<file path="src/rtl/core/rvm_pkg.sv">
// Package for the register VM execute unit: opcodes, crash causes, sizes
// and the command/status structs between controller and datapath.
// No dependencies.
package rvm_pkg;

  localparam int NumRegsDef    = 16;
  localparam int CallDepthDef  = 64;
  localparam int StackDepthDef = 64;
  localparam int DmemBytesDef  = 4096;

  typedef enum logic [5:0] {
    OP_NOP = 6'd0, OP_MOVE = 6'd1, OP_LOAD_VAL = 6'd2, OP_READ_1 = 6'd3,
    OP_READ_2 = 6'd4, OP_READ_4 = 6'd5, OP_READ_8 = 6'd6, OP_READ = 6'd7,
    OP_WRITE_1 = 6'd8, OP_WRITE_2 = 6'd9, OP_WRITE_4 = 6'd10, OP_WRITE_8 = 6'd11,
    OP_WRITE = 6'd12, OP_ADD = 6'd13, OP_SUB = 6'd14, OP_MUL = 6'd15,
    OP_DIV = 6'd16, OP_REM = 6'd17, OP_CALL = 6'd18, OP_CALL_EXT = 6'd19,
    OP_RET = 6'd20, OP_JMPR = 6'd21, OP_JMP = 6'd22, OP_JEZ = 6'd23,
    OP_JEO = 6'd24, OP_JEZR = 6'd25, OP_JEOR = 6'd26, OP_CL = 6'd27,
    OP_CLE = 6'd28, OP_CG = 6'd29, OP_CGE = 6'd30, OP_CE = 6'd31,
    OP_CNE = 6'd32, OP_XOR = 6'd33, OP_OR = 6'd34, OP_NOT = 6'd35,
    OP_AND = 6'd36, OP_PUSH = 6'd37, OP_PUSHR = 6'd38, OP_POP = 6'd39,
    OP_CRASH = 6'd40
  } opcode_t;

  typedef enum logic [3:0] {
    CC_NONE = 4'd0, CC_BAD_ADDR = 4'd1, CC_RET_EMPTY = 4'd2, CC_POP_EMPTY = 4'd3,
    CC_BAD_OP = 4'd4, CC_CRASH_OP = 4'd5, CC_DIV_ZERO = 4'd6,
    CC_CALL_OVF = 4'd7, CC_PUSH_OVF = 4'd8, CC_BAD_LEN = 4'd9
  } cause_t;

  localparam logic [1:0] ST_RUN = 2'd0;
  localparam logic [1:0] ST_CRASH = 2'd1;
  localparam logic [1:0] ST_EXT = 2'd2;

  // Controller to datapath commands.
  typedef struct packed {
    logic load_instr;   // capture the incoming word
    logic latch_ops;    // capture register file operands
    logic div_start;
    logic mul_start;
    logic mem_start;    // start byte-serial load/store
    logic stk_rd;       // issue stack read (RET/POP)
    logic commit;       // write back state and build the result
  } rvm_cmd_t;

  // Datapath to controller status.
  typedef struct packed {
    logic clearing;     // data memory clearing pass still running
    logic halted;
    logic is_div;
    logic is_mul;
    logic is_mem;
    logic is_stk_rd;
    logic div_done;
    logic mul_done;
    logic mem_done;
  } rvm_stat_t;

endpackage

</file>
<file path="src/rtl/core/rvm_ctrl.sv">
// Controller state machine for the VM execute unit: input handshake,
// sequencing of multi-cycle units and the output register handshake.
// Depends on rvm_pkg.
module rvm_ctrl import rvm_pkg::*; (
  input  logic      clk,
  input  logic      rst_n,
  input  logic      in_tvalid,
  output logic      in_tready,
  output logic      out_tvalid,
  input  logic      out_tready,
  input  logic      mem_ready,
  input  rvm_stat_t stat,
  output rvm_cmd_t  cmd
);
  typedef enum logic [6:0] {
    S_IDLE = 7'b0000001, S_OPS = 7'b0000010, S_DISP = 7'b0000100,
    S_WAIT = 7'b0001000, S_STK = 7'b0010000, S_COMMIT = 7'b0100000,
    S_OUT = 7'b1000000
  } state_t;

  state_t state_r, state_nxt;
  logic   ov_r, ov_nxt;

  always_comb begin
    state_nxt = state_r;
    ov_nxt = ov_r;
    cmd = '0;
    if (out_tvalid && out_tready) ov_nxt = 1'b0;
    in_tready = (state_r == S_IDLE) && mem_ready;
    unique case (state_r)
      S_IDLE: if (in_tvalid && mem_ready) begin
        cmd.load_instr = 1'b1; state_nxt = S_OPS;
      end
      S_OPS: begin cmd.latch_ops = 1'b1; state_nxt = S_DISP; end
      S_DISP: begin
        if (stat.halted) state_nxt = S_COMMIT;
        else if (stat.is_div) begin cmd.div_start = 1'b1; state_nxt = S_WAIT; end
        else if (stat.is_mul) begin cmd.mul_start = 1'b1; state_nxt = S_WAIT; end
        else if (stat.is_mem) begin cmd.mem_start = 1'b1; state_nxt = S_WAIT; end
        else if (stat.is_stk_rd) state_nxt = S_STK;
        else state_nxt = S_COMMIT;
      end
      S_WAIT: if (stat.div_done || stat.mul_done || stat.mem_done)
        state_nxt = S_COMMIT;
      S_STK: state_nxt = S_COMMIT;
      S_COMMIT: if (!ov_nxt) begin
        cmd.commit = 1'b1; ov_nxt = 1'b1; state_nxt = S_IDLE;
      end
      S_OUT: state_nxt = S_IDLE;
      default: state_nxt = S_IDLE;
    endcase
  end

  always_ff @(posedge clk) begin
    if (!rst_n) begin
      state_r <= S_IDLE; ov_r <= 1'b0;
    end else begin
      state_r <= state_nxt; ov_r <= ov_nxt;
    end
  end
  assign out_tvalid = ov_r;
endmodule

</file>
<file path="config.mk">
export PLATFORM = sky130hd
export DESIGN_NAME = rvm_ctrl
export DESIGN_NICKNAME = d
export VERILOG_FILES = /design/src/rtl/core/rvm_pkg.sv /design/src/rtl/core/rvm_ctrl.sv
export SDC_FILE = /design/constraint.sdc
export NUM_CORES = 1
export LEC_CHECK = 0
export BUFFER_PORTS_ARGS = -buffer_cell sky130_fd_sc_hd__buf_4
export CORE_AREA = 5 5 42 44
export CTS_CLUSTER_DIAMETER = 80
export DETAILED_ROUTE_END_ITERATION = 10
export DIE_AREA = 0 0 47 49
export HOLD_SLACK_MARGIN = 0.15
export PLACE_DENSITY = 0.69
export SETUP_SLACK_MARGIN = 0.02
export SKIP_LAST_GASP = 1
export SYNTH_ARGS = -nofsm -noshare
export SYNTH_HDL_FRONTEND = slang
export SYNTH_SLANG_ARGS = --single-unit
</file>
<file path="constraint.sdc">
create_clock -name clk -period 1.3 [get_ports clk]
set_input_delay 0 -clock clk [delete_from_list [all_inputs] [get_ports clk]]
set_output_delay 0 -clock clk [all_outputs]
set_load 0.03 [all_outputs]
</file>
After elaboration in Yosys (flattened, before gate mapping)
Index checks and enable logic that the tools add are counted.
- register bits after elaboration: 8
- output and inout port bits: 9
- logic and storage cells: 40
- equality and inequality tests: 9
- reductions and logical operators: 6
- mux-type cells: 23
- operator list (operator ; number):
    $pmux W7 S6 ; 1
    $mux W6 ; 5
    $mux W7 ; 3
    $mux W1 ; 11
    $eq A7 B1 Y1 const B ; 1
    $eq A7 B2 Y1 const B ; 1
    $eq A7 B3 Y1 const B ; 1
    $eq A7 B4 Y1 const B ; 1
    $eq A7 B5 Y1 const B ; 1
    $eq A7 B6 Y1 const B ; 1
    $mux W3 ; 2
    $ne A2 B2 Y1 const B ; 2
    $logic_and A1 B1 Y1 ; 3
    $reduce_and A3 Y1 ; 1
    $logic_or A1 B1 Y1 ; 2
    $mux W2 ; 1
    $ne A2 B1 Y1 const B ; 1

Longest topological paths before layout
Gate-level depths: netlist of run 1.
- depth after elaboration: 6
- mapped depth: 5
- mapped depth without buffers: 4

Worst setup path before layout of run 1
Ideal clock, no wire load.
- kind: flip-flop to output port
- start: reg state_r[0]
- end: out cmd[3] in the netlist's numbering
- path slack: -0.058 ns
- stages on the path, launching flop included: 4
- arrival time: 1.358 ns
- data required time: 1.300 ns
- buffers on the path: 0
- cells stage by stage: dfxtp_1 or3_4 nor4b_4 and3b_1
- RTL lines (element ; RTL line ; RTL):
    start: declaration ; rvm_ctrl.sv:21 ; state_t state_r, state_nxt;
    start signal: assignment ; rvm_ctrl.sv:58 ; state_r <= state_nxt; ov_r <= ov_nxt;
    end: declaration ; rvm_ctrl.sv:13 ; output rvm_cmd_t cmd

==> results of run 1 <==
-- sequential cells by signal, summed over array words and instances (netlist names) --
signal / count
out_tvalid: 1
state_r: 6
-- cells in the mapped netlist --
| master | count | area, um2 |
|---|---|---|
| dfxtp_1 | 7 | 140 |
| nor2_1 | 7 | 26.3 |
| nor2b_1 | 6 | 37.5 |
| nand3_1 | 4 | 20.0 |
| a21oi_1 | 3 | 15.0 |
| buf_4 | 3 | 22.5 |
| nand2_1 | 3 | 11.3 |
| nor4_1 | 3 | 18.8 |
| and2b_1 | 2 | 15.0 |
| and3_1 | 2 | 12.5 |
| nor3_1 | 2 | 10.0 |
| o21a_1 | 2 | 15.0 |
| o21ai_0 | 2 | 10.0 |
| o31ai_1 | 2 | 15.0 |
| a21boi_1 | 1 | 7.51 |
| and2_1 | 1 | 6.26 |
| and3b_1 | 1 | 8.76 |
| conb_1 | 1 | 3.75 |
| inv_1 | 1 | 3.75 |
| nand3b_1 | 1 | 7.51 |
| nand4_1 | 1 | 6.26 |
| nand4b_1 | 1 | 8.76 |
| nor4_4 | 1 | 21.3 |
| nor4b_4 | 1 | 23.8 |
| o211ai_1 | 1 | 7.51 |
| o311ai_1 | 1 | 8.76 |
| or3_4 | 1 | 11.3 |
| or4_1 | 1 | 7.51 |
-- layout by cell type (no fill, tap or decap), drive strengths merged, types with 2 or more instances in the layout --
cell         instances
buf                 39
nor2                 7
dfxtp                7
dlygate4sd3          6
nor2b                6
nor4                 4
nand3                4
clkbuf               4
nand2                3
a21oi                3
and3                 2
and2b                2
o31ai                2
o21ai                2
o21a                 2
nor3                 2
-- stage by stage --
step / total power [mW] / std cells / cell area, um2
after floorplan: 0.435 / 62 / 513
after global placement: 0.544 / 106 / 743
after detailed placement: 0.549 / 106 / 743
after CTS: 0.807 / 118 / 860
after global routing: 0.913 / 124 / 931
final: 0.865 / 124 / 931
-- cells by family after synthesis --
family          count (synthesis)
compound gates                 12
buf+inv                         4
flops                           7
other cells                     1
simple gates                   38
-- final timing paths --
path / end / depth (start not counted) / slack, ns / from
max: cmd[3] / 4 / -0.36 / state_r[5]$_SDFFE_PN0P_
min reg2reg: state_r[2]$_SDFFE_PN0P_ / 2 / 0.57 / state_r[0]$_SDFFE_PN1P_
min: state_r[3]$_SDFFE_PN0P_ / 4 / 0.05 / stat[7]
max reg2reg: state_r[1]$_SDFFE_PN0P_ / 6 / -0.26 / state_r[5]$_SDFFE_PN0P_
-- metal layers --
| metal | share of wire [%] | wire length [um] |
|---|---|---|
| met1 | 40 | 667 |
| met2 | 54 | 915 |
| met3 | 5.7 | 96 |
| met4 | 0 | 0 |
| met5 | 0 | 0 |
-- power breakdown --
part / switching [mW] / total, mW / leakage (nW) / internal (mW)
logic: 0.184 / 0.415 / 0.362 / 0.231
clock network: 0.0893 / 0.207 / 0.0150 / 0.118
registers: 0.0151 / 0.243 / 0.0587 / 0.228
-- critical path: stages, from the launching register on --
cell and delay (ns):
dfxtp_2 0.31, or3_4 0.40, nor4b_4 0.31, and3b_2 0.24, buf_4 0.15
-- repair_timing --
action                                 in CTS  in global routing
resized for setup                           6                  7
hold buffers                                5                  1
pin swaps                                   7                  7
setup endpoints to repair                  13                 13
setup buffers                               3                  5
endpoints found under the hold margin       7                  2
-- layout make-up --
| class | count | area, um2 |
|---|---|---|
| fillers | 123 | 470 |
| repair buffers | 45 | 368 |
| multi-input cells | 51 | 367 |
| flip-flops and latches | 7 | 146 |
| clock buffers | 4 | 26.3 |
| well taps | 16 | 20.0 |
| inverters | 1 | 3.75 |
==> results.sh, run 1 <==
export IMPL_synth_xor_xnor_area_share_pct=0
export IMPL_detailedRoute_firstIterationViolations=12
export IMPL_synth_warning_count=0
export IMPL_worst_ep_required_time_ns=1.30
export IMPL_route_detailed_drc=0
export IMPL_port_buf_inserts=20
export IMPL_startpoint_type="register"
export IMPL_number_of_instances_in_the_synthesized_netlist=62
export IMPL_htreeDepth=1
export IMPL_clock_sinks=7
export IMPL_tritoncts_clock_tree="built"
export IMPL_unrepaired_setup_endpoints_after_global_routing="yes"
export IMPL_die_height_um=49
export IMPL_grt_most_used_layer="met2"
export IMPL_layout_min_cycle_time_ns=1.66
export IMPL_firstDrtPassIters=4
export IMPL_groute_layer_met2_usage_pct=25.8
export IMPL_start_util_pct=35.8
export IMPL_gpl_final_weighted_congestion=0.728
export IMPL_postLayoutCoreUtil_pct=66.4
export IMPL_ctsLongestPathBuffers=2
export IMPL_antenna_found_initial=0
export IMPL_routed_wirelength_mm=1.68
export IMPL_ant_nets=0
export IMPL_grt_pass1_wl_mm=2.60
export IMPL_synth_top_family_by_area="simple AND/OR/NAND/NOR gates"
export IMPL_share_of_the_synthesized_area_in_compound_gates_ao_oa_aoi_oai_pct=15.7
export IMPL_post_drt_via_cell_ratio=5.09
export IMPL_ios=23
export IMPL_timing_max_cap_violations=0
export IMPL_timing_worst_setup_path_type="register to output pin"
export IMPL_antenna_cells_inserted=0
export IMPL_grt_max_degree=8
export IMPL_ir_drop_mv=0.754
export IMPL_first_global_vias=592
export IMPL_hold_path_class="input port to register"
export IMPL_yosys_mux_area_fraction_pct=0
export IMPL_routed_wire_length_per_instance_um=13.5
export IMPL_tritoncts_num_buffers=3
export IMPL_synth_fa_ha_area_share_pct=0
export IMPL_syn_to_final_growth_pct=85.5
export IMPL_die_width_um=47
export IMPL_worst_ep_arrival_time_ns=1.66
export IMPL_synth_yosys_seq_area_share_pct=27.9
export IMPL_cts_root_buf="clkbuf_4"
export IMPL_final_setup_skew_ns=0.000671
export IMPL_global_route_met3_utilization_pct=4.80
export IMPL_synth_seq_cells=7
export IMPL_clkLatencyLatePin_ns=0.25
export IMPL_setup_slack_after_placement_ns=-0.0776
export IMPL_timing_setup_tns_ns=-2.98
export IMPL_timing_final_max_slew_violations=0
export IMPL_grt_ovfl_total=0
export IMPL_crit_path_end_kind="output pin"
export IMPL_status="finished, violations left"
export IMPL_final_worst_path_period_share_pct=128
export IMPL_power_leakage_nw=0.436
export IMPL_grt_use_total_pct=15.1
export IMPL_fin_hold_ws_ns=0.0522
export IMPL_finalSetupViolCount=13
export IMPL_hold_viol_final=0
export IMPL_final_critical_path_setup_slack_ns=-0.359
export IMPL_p_per_area_nw_per_um2=929
export IMPL_failed_checks="negative setup slack"
export IMPL_critical_path_peak_fanout=5
export IMPL_synth_area_um2=502
export IMPL_fp_coreArea_um2=1400
export IMPL_dp_hpwl_mm=1.10
export IMPL_routed_via_count=631
export IMPL_design_final_nets=123
export IMPL_die_area_um2=2300
export IMPL_achievable_frequency_ghz=0.603
export IMPL_basic_gate_share_of_the_synthesized_area_counting_and_or_nand_and_nor_cells_pct=50.4
export IMPL_share_of_final_layout_standard_cells_stronger_than_drive_strength_1_pct=52.8
export IMPL_floorplan_rows=14
export IMPL_syn_area_per_cell_um2=8.09
export IMPL_use_met1_pct=18.0
export IMPL_clkSlewWorstSetupHoldPaths_ns=0.06
export IMPL_synthDistinctLibCells=28
export IMPL_postSynthNetCount=76
No activity file was read; power rests on OpenSTA's default activity.
==> run 2: changes to the inputs <==
--- a/config.mk
+++ b/config.mk
@@ -12,7 +12,6 @@
 export DIE_AREA = 0 0 47 49
 export HOLD_SLACK_MARGIN = 0.15
 export PLACE_DENSITY = 0.69
-export SETUP_SLACK_MARGIN = 0.02
 export SKIP_LAST_GASP = 1
 export SYNTH_ARGS = -nofsm -noshare
 export SYNTH_HDL_FRONTEND = slang
==> run 2 against run 1 <==
  * Count of clock-buffer cells in the layout stayed put
  * Largest power group unchanged
  * Routed wire length up 18%
  * Clock power up 6%
  * The run still ends with negative setup slack left
  * Cell count increased by 3.2%
  * Worst setup slack got worse by 0.0059 ns
  * Via count rose by 8.7%
==> results.sh, run 2 (synthesis results as in run 1) <==
export IMPL_layout_cells_most_common="buf_4"
export IMPL_ant_nets=0
export IMPL_final_critical_path_setup_slack_ns=-0.365
export IMPL_final_worst_path_period_share_pct=128
export IMPL_die_width_um=47
export IMPL_detailedRoute_firstIterationViolations=20
export IMPL_tritoncts_clock_tree="built"
export IMPL_hold_path_class="input port to register"
export IMPL_ios=23
export IMPL_start_util_pct=35.8
export IMPL_timing_worst_setup_path_type="register to output pin"
export IMPL_htreeDepth=1
export IMPL_achievable_frequency_ghz=0.601
export IMPL_port_buf_inserts=20
export IMPL_clkSlewWorstSetupHoldPaths_ns=0.06
export IMPL_layout_min_cycle_time_ns=1.67
export IMPL_most_flops_register="state_r"
export IMPL_antenna_found_initial=0
export IMPL_tritoncts_num_buffers=3
export IMPL_timing_final_max_slew_violations=0
export IMPL_clkLatencyLatePin_ns=0.27
export IMPL_max_reg_flops=6
export IMPL_routed_wire_length_per_instance_um=15.5
export IMPL_grt_ovfl_total=0
export IMPL_cts_root_buf="clkbuf_4"
export IMPL_dp_hpwl_mm=1.19
export IMPL_postLayoutCoreUtil_pct=74.6
export IMPL_critical_path_peak_fanout=4
export IMPL_p_per_area_nw_per_um2=948
export IMPL_unrepaired_setup_endpoints_after_global_routing="yes"
export IMPL_first_global_vias=691
export IMPL_finalSetupViolCount=14
export IMPL_worst_ep_required_time_ns=1.30
export IMPL_route_detailed_drc=0
export IMPL_status="finished, violations left"
export IMPL_hold_viol_final=0
export IMPL_floorplan_rows=14
export IMPL_share_of_final_layout_standard_cells_stronger_than_drive_strength_1_pct=62.5
export IMPL_startpoint_type="register"
export IMPL_firstDrtPassIters=4
export IMPL_post_drt_via_cell_ratio=5.36
export IMPL_routed_wirelength_mm=1.99
export IMPL_crit_path_end_kind="output pin"
export IMPL_design_final_nets=127
export IMPL_failed_checks="negative setup slack"
export IMPL_fin_hold_ws_ns=0.179
export IMPL_timing_max_cap_violations=0
export IMPL_ir_drop_mv=0.692
export IMPL_antenna_cells_inserted=0
export IMPL_final_setup_skew_ns=0.0111
export IMPL_gpl_final_weighted_congestion=0.732
export IMPL_most_used_cells_in_the_layout_excluding_fill_and_tap_cells="buf_4 (32), buf_6 (11), dlygate4sd3_1 (6), nor2_1 (5)"
export IMPL_grt_max_degree=8
export IMPL_routed_via_count=686
export IMPL_worst_ep_arrival_time_ns=1.67
export IMPL_power_leakage_nw=0.478
export IMPL_ctsLongestPathBuffers=2
export IMPL_grt_pass1_wl_mm=3.03
export IMPL_syn_to_final_growth_pct=108
export IMPL_die_height_um=49
export IMPL_fp_coreArea_um2=1400
export IMPL_clock_sinks=7
export IMPL_die_area_um2=2300
export IMPL_grt_use_total_pct=17.8
## run 2: changes by cell type in the layout (fill, tap and decap cells not counted), moves of 2 or more
cell / change
dfxtp_2: +2
nand2_4: +2
nand2_1: -2
buf_4: -3
nor2_4: +2
buf_6: +7
a21oi_1: -2
a21oi_2: +2
## run 2: stage by stage
step / TNS (ns) / power, mW / setup WS, ns / instances / instance area, um2
3_5_place_dp: -0.595 / 0.566 / -0.125 / 107 / 746
6_report: -3.56 / 0.992 / -0.365 / 128 / 1050
3_3_place_gp: -0.255 / 0.561 / -0.0756 / 107 / 746
5_1_grt: -4.32 / 1.04 / -0.437 / 128 / 1050
2_1_floorplan: -0.00758 / 0.431 / -0.00440 / 62 / 508
4_1_cts: -3.77 / 0.915 / -0.385 / 127 / 985
## run 2: worst max-delay path, stage by stage, from the launching register on
cell and delay (ns):
dfxtp_2 0.32, or3_4 0.40, nor4b_4 0.30, and3b_2 0.23, buf_4 0.15
## run 2: worst paths after layout
| check | depth (start not counted) | to | start | slack (ns) |
|---|---|---|---|---|
| max | 4 | cmd[3] | state_r[5]$_SDFFE_PN0P_ | -0.37 |
| max reg2reg | 6 | state_r[4]$_SDFFE_PN0P_ | state_r[5]$_SDFFE_PN0P_ | -0.29 |
| min reg2reg | 2 | state_r[2]$_SDFFE_PN0P_ | state_r[0]$_SDFFE_PN1P_ | 0.64 |
| min | 5 | state_r[3]$_SDFFE_PN0P_ | stat[7] | 0.18 |
## run 2: metal layers
layer | wire (um) | vias up | GRT usage, % | part of all wire (%)
met4 | 57 | 0 | 7.37 | 2.9
met5 | 0 | - | 0 | 0
li1 | - | 329 | - | -
met1 | 849 | 326 | 21.5 | 43
met2 | 986 | 25 | 28.7 | 50
met3 | 95 | 6 | 4.43 | 4.8
## run 2: layout make-up
cell class / count / area, um2
multi-input combinational: 51 / 427
timing repair buffer: 49 / 424
fill: 100 / 355
sequential: 7 / 145
clock buffer: 4 / 26.3
tap: 16 / 20.0
inverter: 1 / 3.75
## run 2: what timing repair did
action	4_1_cts	5_1_grt
resized for setup	21	16
endpoints found under the setup margin	13	14
hold endpoints to repair	7	0
pin swaps	7	9
hold buffers	6	0
setup buffers	10	3
## run 2: power by group
part	leakage [nW]	switching (mW)	internal (mW)
clock	0.0150	0.100	0.118
sequential	0.0588	0.0149	0.232
combinational	0.405	0.240	0.287
